[config.mk]
export PLATFORM = sky130hd
export DESIGN_NAME = aop_step_unit
export DESIGN_NICKNAME = d
export VERILOG_FILES = /design/src/aop_step_unit.sv
export SDC_FILE = /design/constraint.sdc
export NUM_CORES = 1
export LEC_CHECK = 0
export BUFFER_PORTS_ARGS = -buffer_cell sky130_fd_sc_hd__buf_4
export CAP_MARGIN = 30
export CORE_UTILIZATION = 44
export DETAILED_ROUTE_END_ITERATION = 16
export PLACE_DENSITY_LB_ADDON = 0.15
export SLEW_MARGIN = 40
export SYNTH_ARGS = -nofsm -noshare
export SYNTH_HDL_FRONTEND = slang
export SYNTH_SLANG_ARGS = --single-unit
export TNS_END_PERCENT = 30
[constraint.sdc]
create_clock -name vclk -period 2.4
set_input_delay 0 -clock vclk [all_inputs]
set_output_delay 0 -clock vclk [all_outputs]
set_load 0.005 [all_outputs]
[src/aop_step_unit.sv]
`default_nettype none

// shared add and compare: bin index, count increment, cursor and sweep steps
module aop_step_unit #(
    parameter int SW = 12
) (
    input  wire logic [SW-1:0] i_a,
    input  wire logic [SW-1:0] i_b,
    input  wire logic [SW-1:0] i_limit,
    output logic      [SW-1:0] o_sum,
    output logic               o_lt
);

    assign o_sum = i_a + i_b;
    assign o_lt  = (o_sum < i_limit);

endmodule

`default_nettype wire

==> results of run 1 <==
cells in the final DEF, fill, tap and decap left out:
cell / count
a211oi_2: 2
buf_4: 58
a21oi_1: 5
a21oi_2: 3
o2111ai_2: 1
o21ai_0: 2
buf_6: 2
fa_2: 1
xor2_1: 3
a211o_1: 1
o21bai_1: 1
a311oi_1: 1
ha_1: 19
ha_2: 2
o21ai_2: 1
nor2_1: 3
nand2_1: 4
xnor2_1: 6
nand2b_1: 1
or3_1: 1
a21o_1: 6
a2111oi_2: 1
ha_4: 1
a31o_2: 1
a211oi_1: 1
o21ai_1: 1
nand3_1: 4
inv_1: 12
nand4_1: 3
nor2b_1: 1
a31oi_1: 1
xnor2_2: 2
layout make-up:
cell class,count,area [um2]
fill,108,268
inverter,12,45.0
multi-input combinational,79,733
tap,16,20.0
timing repair buffer,60,458
path summary, 6_finish.rpt:
| kind | to | slack, ns | from |
|---|---|---|---|
| max | o_lt | 0.02 | i_a[0] |
| min | o_sum[0] | 0.28 | i_b[0] |
tightest hold or removal path: stages:
cell and delay (ns):
buf_6 0.07, ha_4 0.11, buf_4 0.09
power by group through the flow:
stage	Sequential, mW	Clock, mW	Combinational, mW
floorplan	0	0	0.201
global placement	0	0	0.378
detailed placement	0	0	0.394
CTS	0	0	0.416
global route	0	0	0.478
finish	0	0	0.433
metal layers:
metal | up-vias | GRT usage, % | wire, um
met5 | - | 0 | 0
met4 | 0 | 4.38 | 36
met3 | 6 | 1.29 | 100
met2 | 31 | 45.8 | 1090
met1 | 397 | 28.2 | 819
li1 | 457 | - | -
kinds of logic after synthesis:
group | count (synthesis)
buf+inv | 12
simple gates | 17
xor+xnor | 11
compound gates | 28
fa+ha+maj | 23
what timing repair did:
| action | 4_1_cts | 5_1_grt |
|---|---|---|
| endpoints found under the setup margin | 1 | 1 |
| gates resized for setup | 8 | 6 |
| hold buffers | 0 | 0 |
| hold endpoints to repair | 0 | 0 |
| setup buffers | 1 | 2 |
| pin swaps | 14 | 13 |
==> impl_metrics.env, run 1 <==
export IMPL_status="completed"
export IMPL_netlist_cell_type_count=26
export IMPL_part_of_the_power_in_the_clock_network_pct=0
export IMPL_pwr_density_cell_nw_per_um2=345
export IMPL_fin_total_pwr_mw=0.433
export IMPL_drive_above_1_share_pct=49.7
export IMPL_crit_chain="buf_6 > ha_4 > fa_2 > a211oi_2 > o21ai_2 > a2111oi_2 > or3_1 > xnor2_2 > ha_1 > a21o_1 > a211oi_2 > buf_4"
export IMPL_switching_share_pct=41.9
export IMPL_yosys_mux_area_fraction_pct=0
export IMPL_p_switching_mw=0.181
export IMPL_placedCellCount=164
export IMPL_post_dp_cell_area_um2=1170
export IMPL_max_cap_viol_count=0
export IMPL_clkbuf_count=0
export IMPL_globalRouteTotalUtil_pct=23.6
export IMPL_die_width_um=42.5
export IMPL_power_report_internal_total_mw=0.251
export IMPL_maximum_number_of_pins_on_one_net_before_global_route_repair=7
export IMPL_wl_um=2040
export IMPL_synthesis_nets=150
export IMPL_place_ws_ns=-0.207
export IMPL_synth_xor_xnor_area_share_pct=13.4
export IMPL_floorplan_initialDensity_pct=47.3
export IMPL_global_route_wire_length_before_repair_um=3480
export IMPL_via_count=891
export IMPL_first_global_vias=894
export IMPL_core_area_um2=1520
export IMPL_syn_area_um2=721
export IMPL_holdWs_ns=0.282
export IMPL_syn_area_per_cell_um2=7.92
export IMPL_setup_viol=0
export IMPL_register_area_um2=0
export IMPL_min_period_ns=2.38
export IMPL_syn_instance_count=91
export IMPL_setup_repair_after_global_routing_missed_its_margin="yes"
export IMPL_syn2layout_area_growth_pct=74.3
export IMPL_drt_initial_drc_count=1
export IMPL_crit_path_end_kind="output pin"
export IMPL_yosysTopAreaCell="ha_1"
export IMPL_slew_of_the_pin_with_the_lowest_slew_margin_ns=0.261
export IMPL_largest_stage_delay_on_the_critical_path_ns=0.36
export IMPL_synth_commonest_cells="ha_1 (22), inv_1 (12), a21oi_1 (8), xnor2_1 (8), a21o_1 (6)"
export IMPL_synth_seq_area_share_pct=0
export IMPL_cp_start_kind="primary input"
export IMPL_finish_net_count=212
export IMPL_final_antenna_net_count=0
export IMPL_design_area_um2=1260
export IMPL_antenna_found_initial=0
export IMPL_fraction_of_post_synthesis_cell_area_in_the_top_cell_type_by_area_pct=38.2
export IMPL_ioPinCount=49
export IMPL_cp_depth=12
export IMPL_ir_worst_vdd_uv=208
export IMPL_timing_critical_path_max_delay_family="compound AO/OA/AOI/OAI gates"
export IMPL_finalHoldViolCount=0
export IMPL_hold_class="in -> out"
export IMPL_port_buffers=49
export IMPL_avgRoutedWirePerCell_um=12.2
export IMPL_grt_overflow_total=0
export IMPL_die_area_um2=1800
export IMPL_tns_ns=0
export IMPL_crit_required_ns=2.40
export IMPL_finish_cell_count_without_fillers=167
export IMPL_worstPathArrival_ns=2.38
export IMPL_path_class="in -> out"
export IMPL_share_comb_of_total_power_pct=100.0
export IMPL_share_of_synthesized_cell_area_in_and_or_nand_and_nor_gates_pct=11.6
export IMPL_globalplace_congestion=0.748
export IMPL_p_leak_nw=0.688
export IMPL_drc_violations_left=0
export IMPL_critical_path_slowest_cell="a2111oi_2"
export IMPL_timing_final_crit_share_pct=99.2
export IMPL_diodes=0
export IMPL_area_contributors_post_synth="ha_1 (38%), xnor2_1 (9.7%), a21o_1 (6.3%), inv_1 (6.3%), a21oi_1 (5.6%)"
export IMPL_synth_yosys_warnings=0
export IMPL_synthMostInstantiatedCell="ha_1"
export IMPL_final_max_slew_viol_count=0
export IMPL_dominant_combinational_cell_family_by_area_after_synthesis="adder cells"
export IMPL_detailed_place_hpwl_um=1730
export IMPL_die_h_um=42.5
export IMPL_yosys_area_share_adder_pct=41.0
export IMPL_n_sequential_cell=0
export IMPL_max_freq_mhz=420
export IMPL_fin_util_pct=82.4
export IMPL_power_share_sequential_pct=0
export IMPL_critical_path_buf_inv_count=2
export IMPL_critical_path_most_common_cell="a211oi_2"
export IMPL_final_critical_path_setup_slack_ns=0.0187
export IMPL_worst_path_max_fanout=3
export IMPL_worst_hold_path_num_cells=3
export IMPL_synth_compound_area_share_pct=27.8
export IMPL_vias_per_cell=5.34
export IMPL_placementRows=14
export IMPL_maxSlewHeadroom_pct=82.6
export IMPL_dr_pass1_iters=3
No activity file was read; power rests on OpenSTA's default activity.
==> run 2, diff against run 1 <==
- CAP_MARGIN: 30 -> 20
- PLACE_DENSITY: unset -> 0.84
- PLACE_DENSITY_LB_ADDON: 0.15 -> unset
- clock period: 2.4 -> 2.6 ns (I/O delays scaled with it)
==> impl_metrics.env, run 2 (synthesized netlist as in run 1, its figures left out) <==
export IMPL_status="completed"
export IMPL_globalplace_congestion=0.855
export IMPL_global_route_wire_length_before_repair_um=3040
export IMPL_path_class="in -> out"
export IMPL_vias_per_cell=5.37
export IMPL_grt_use_met1_pct=23.4
export IMPL_ir_worst_vdd_uv=224
export IMPL_finalHoldViolCount=0
export IMPL_cp_start_kind="primary input"
export IMPL_max_freq_mhz=401
export IMPL_final_antenna_net_count=0
export IMPL_crit_path_end_kind="output pin"
export IMPL_dr_pass1_iters=2
export IMPL_largest_stage_delay_on_the_critical_path_ns=0.39
export IMPL_antenna_found_initial=0
export IMPL_worstPathArrival_ns=2.49
export IMPL_global_route_peak_usage_layer="met2"
export IMPL_drive_above_1_share_pct=43.7
export IMPL_drc_violations_left=0
export IMPL_port_buffers=49
export IMPL_syn2layout_area_growth_pct=60.6
export IMPL_n_sequential_cell=0
export IMPL_min_period_ns=2.49
export IMPL_wl_um=1790
export IMPL_die_area_um2=1800
export IMPL_use_met3_pct=1.72
export IMPL_drt_initial_drc_count=7
export IMPL_via_count=848
export IMPL_crit_chain="buf_4 > ha_2 > fa_2 > a211oi_2 > o21ai_2 > a2111oi_2 > or3_1 > xnor2_2 > ha_1 > a21o_1 > a211oi_2 > buf_4"
export IMPL_ioPinCount=49
export IMPL_max_cap_viol_count=0
export IMPL_layout_cells_most_common="buf_4"
export IMPL_clkbuf_count=0
export IMPL_timing_final_crit_share_pct=95.9
export IMPL_setup_viol=0
export IMPL_layout_cells_most_common_list="buf_4 (51), ha_1 (21), inv_1 (12)"
export IMPL_critical_path_slowest_cell="fa_2"
export IMPL_worst_path_max_fanout=3
export IMPL_detailed_place_hpwl_um=1580
export IMPL_hold_class="in -> out"
export IMPL_register_area_um2=0
export IMPL_slew_of_the_pin_with_the_lowest_slew_margin_ns=0.250
export IMPL_avgRoutedWirePerCell_um=11.3
export IMPL_diodes=0
export IMPL_hold_fix_buffer_count_after_cts=0
export IMPL_holdWs_ns=0.322
export IMPL_tns_ns=0
export IMPL_pwr_density_cell_nw_per_um2=303
export IMPL_floorplan_initialDensity_pct=47.3
export IMPL_core_area_um2=1520
export IMPL_grt_overflow_total=0
export IMPL_globalRouteTotalUtil_pct=20.8
export IMPL_maxSlewHeadroom_pct=83.2
export IMPL_final_max_slew_viol_count=0
export IMPL_die_width_um=42.5
export IMPL_finish_net_count=203
export IMPL_die_h_um=42.5
export IMPL_crit_required_ns=2.60
export IMPL_p_leak_nw=0.638
export IMPL_maximum_number_of_pins_on_one_net_before_global_route_repair=7
export IMPL_placementRows=14
export IMPL_grt_util_met2_pct=43.4
export IMPL_first_global_vias=771
[run 2: changes by cell type in the layout (fill, tap and decap cells not counted)]
cell / delta
buf_4: -7
a21oi_1: +2
a21oi_2: -2
buf_6: -2
ha_1: +2
a31oi_1: -1
a31oi_2: +1
ha_2: -1
ha_4: -1
xnor2_1: +1
xnor2_2: -1
[run 2: worst paths after layout]
kind / slack, ns / endpoint / start / cells past startpoint
max: 0.11 / o_lt / i_a[0] / 12
min: 0.32 / o_sum[0] / i_b[0] / 3
[run 2: per-layer routing]
metal  share of wire, %  up-vias
li1                   -      441
met1                 40      369
met2                 52       38
met3                8.3        0
met4                  0        0
met5                  0        -
[run 2: what timing repair did]
action / CTS / global route
setup buffers: 0 / 1
pin swaps: 0 / 7
setup endpoints to repair: 1 / 1
cloned: 0 / 0
resized for setup: 1 / 6
[run 2: per-stage QoR]
| stage | instance area (um2) | worst slack [ns] | utilization [%] | power (mW) | std cells |
|---|---|---|---|---|---|
| after floorplan | 721 | 0.338 | - | 0.186 | 91 |
| after global placement | 1120 | 0.0682 | 73.2 | 0.321 | 157 |
| after detailed placement | 1120 | -0.00908 | 73.2 | 0.330 | 157 |
| after CTS | 1120 | 0.0369 | 73.4 | 0.334 | 157 |
| after global routing | 1160 | -0.000620 | 75.9 | 0.392 | 158 |
| final | 1160 | 0.107 | 75.9 | 0.351 | 158 |
[run 2: critical path, delay by kind of cell]
kind | cells | cell delay (ns)
fa+ha+maj | 3 | 0.85
buf+inv | 2 | 0.25
simple gates | 1 | 0.19
compound gates | 5 | 1.09
xor+xnor | 1 | 0.13
[run 2: report_power, final]
group	total, mW	internal (mW)	switching [mW]
clock network	0	0	0
registers	0	0	0
logic	0.351	0.197	0.154
[run 2: cell type report]
| class | instances | area [um2] |
|---|---|---|
| fillers | 127 | 367 |
| well taps | 16 | 20.0 |
| inverters | 12 | 45.0 |
| multi-input cells | 79 | 709 |
| repair buffers | 51 | 383 |
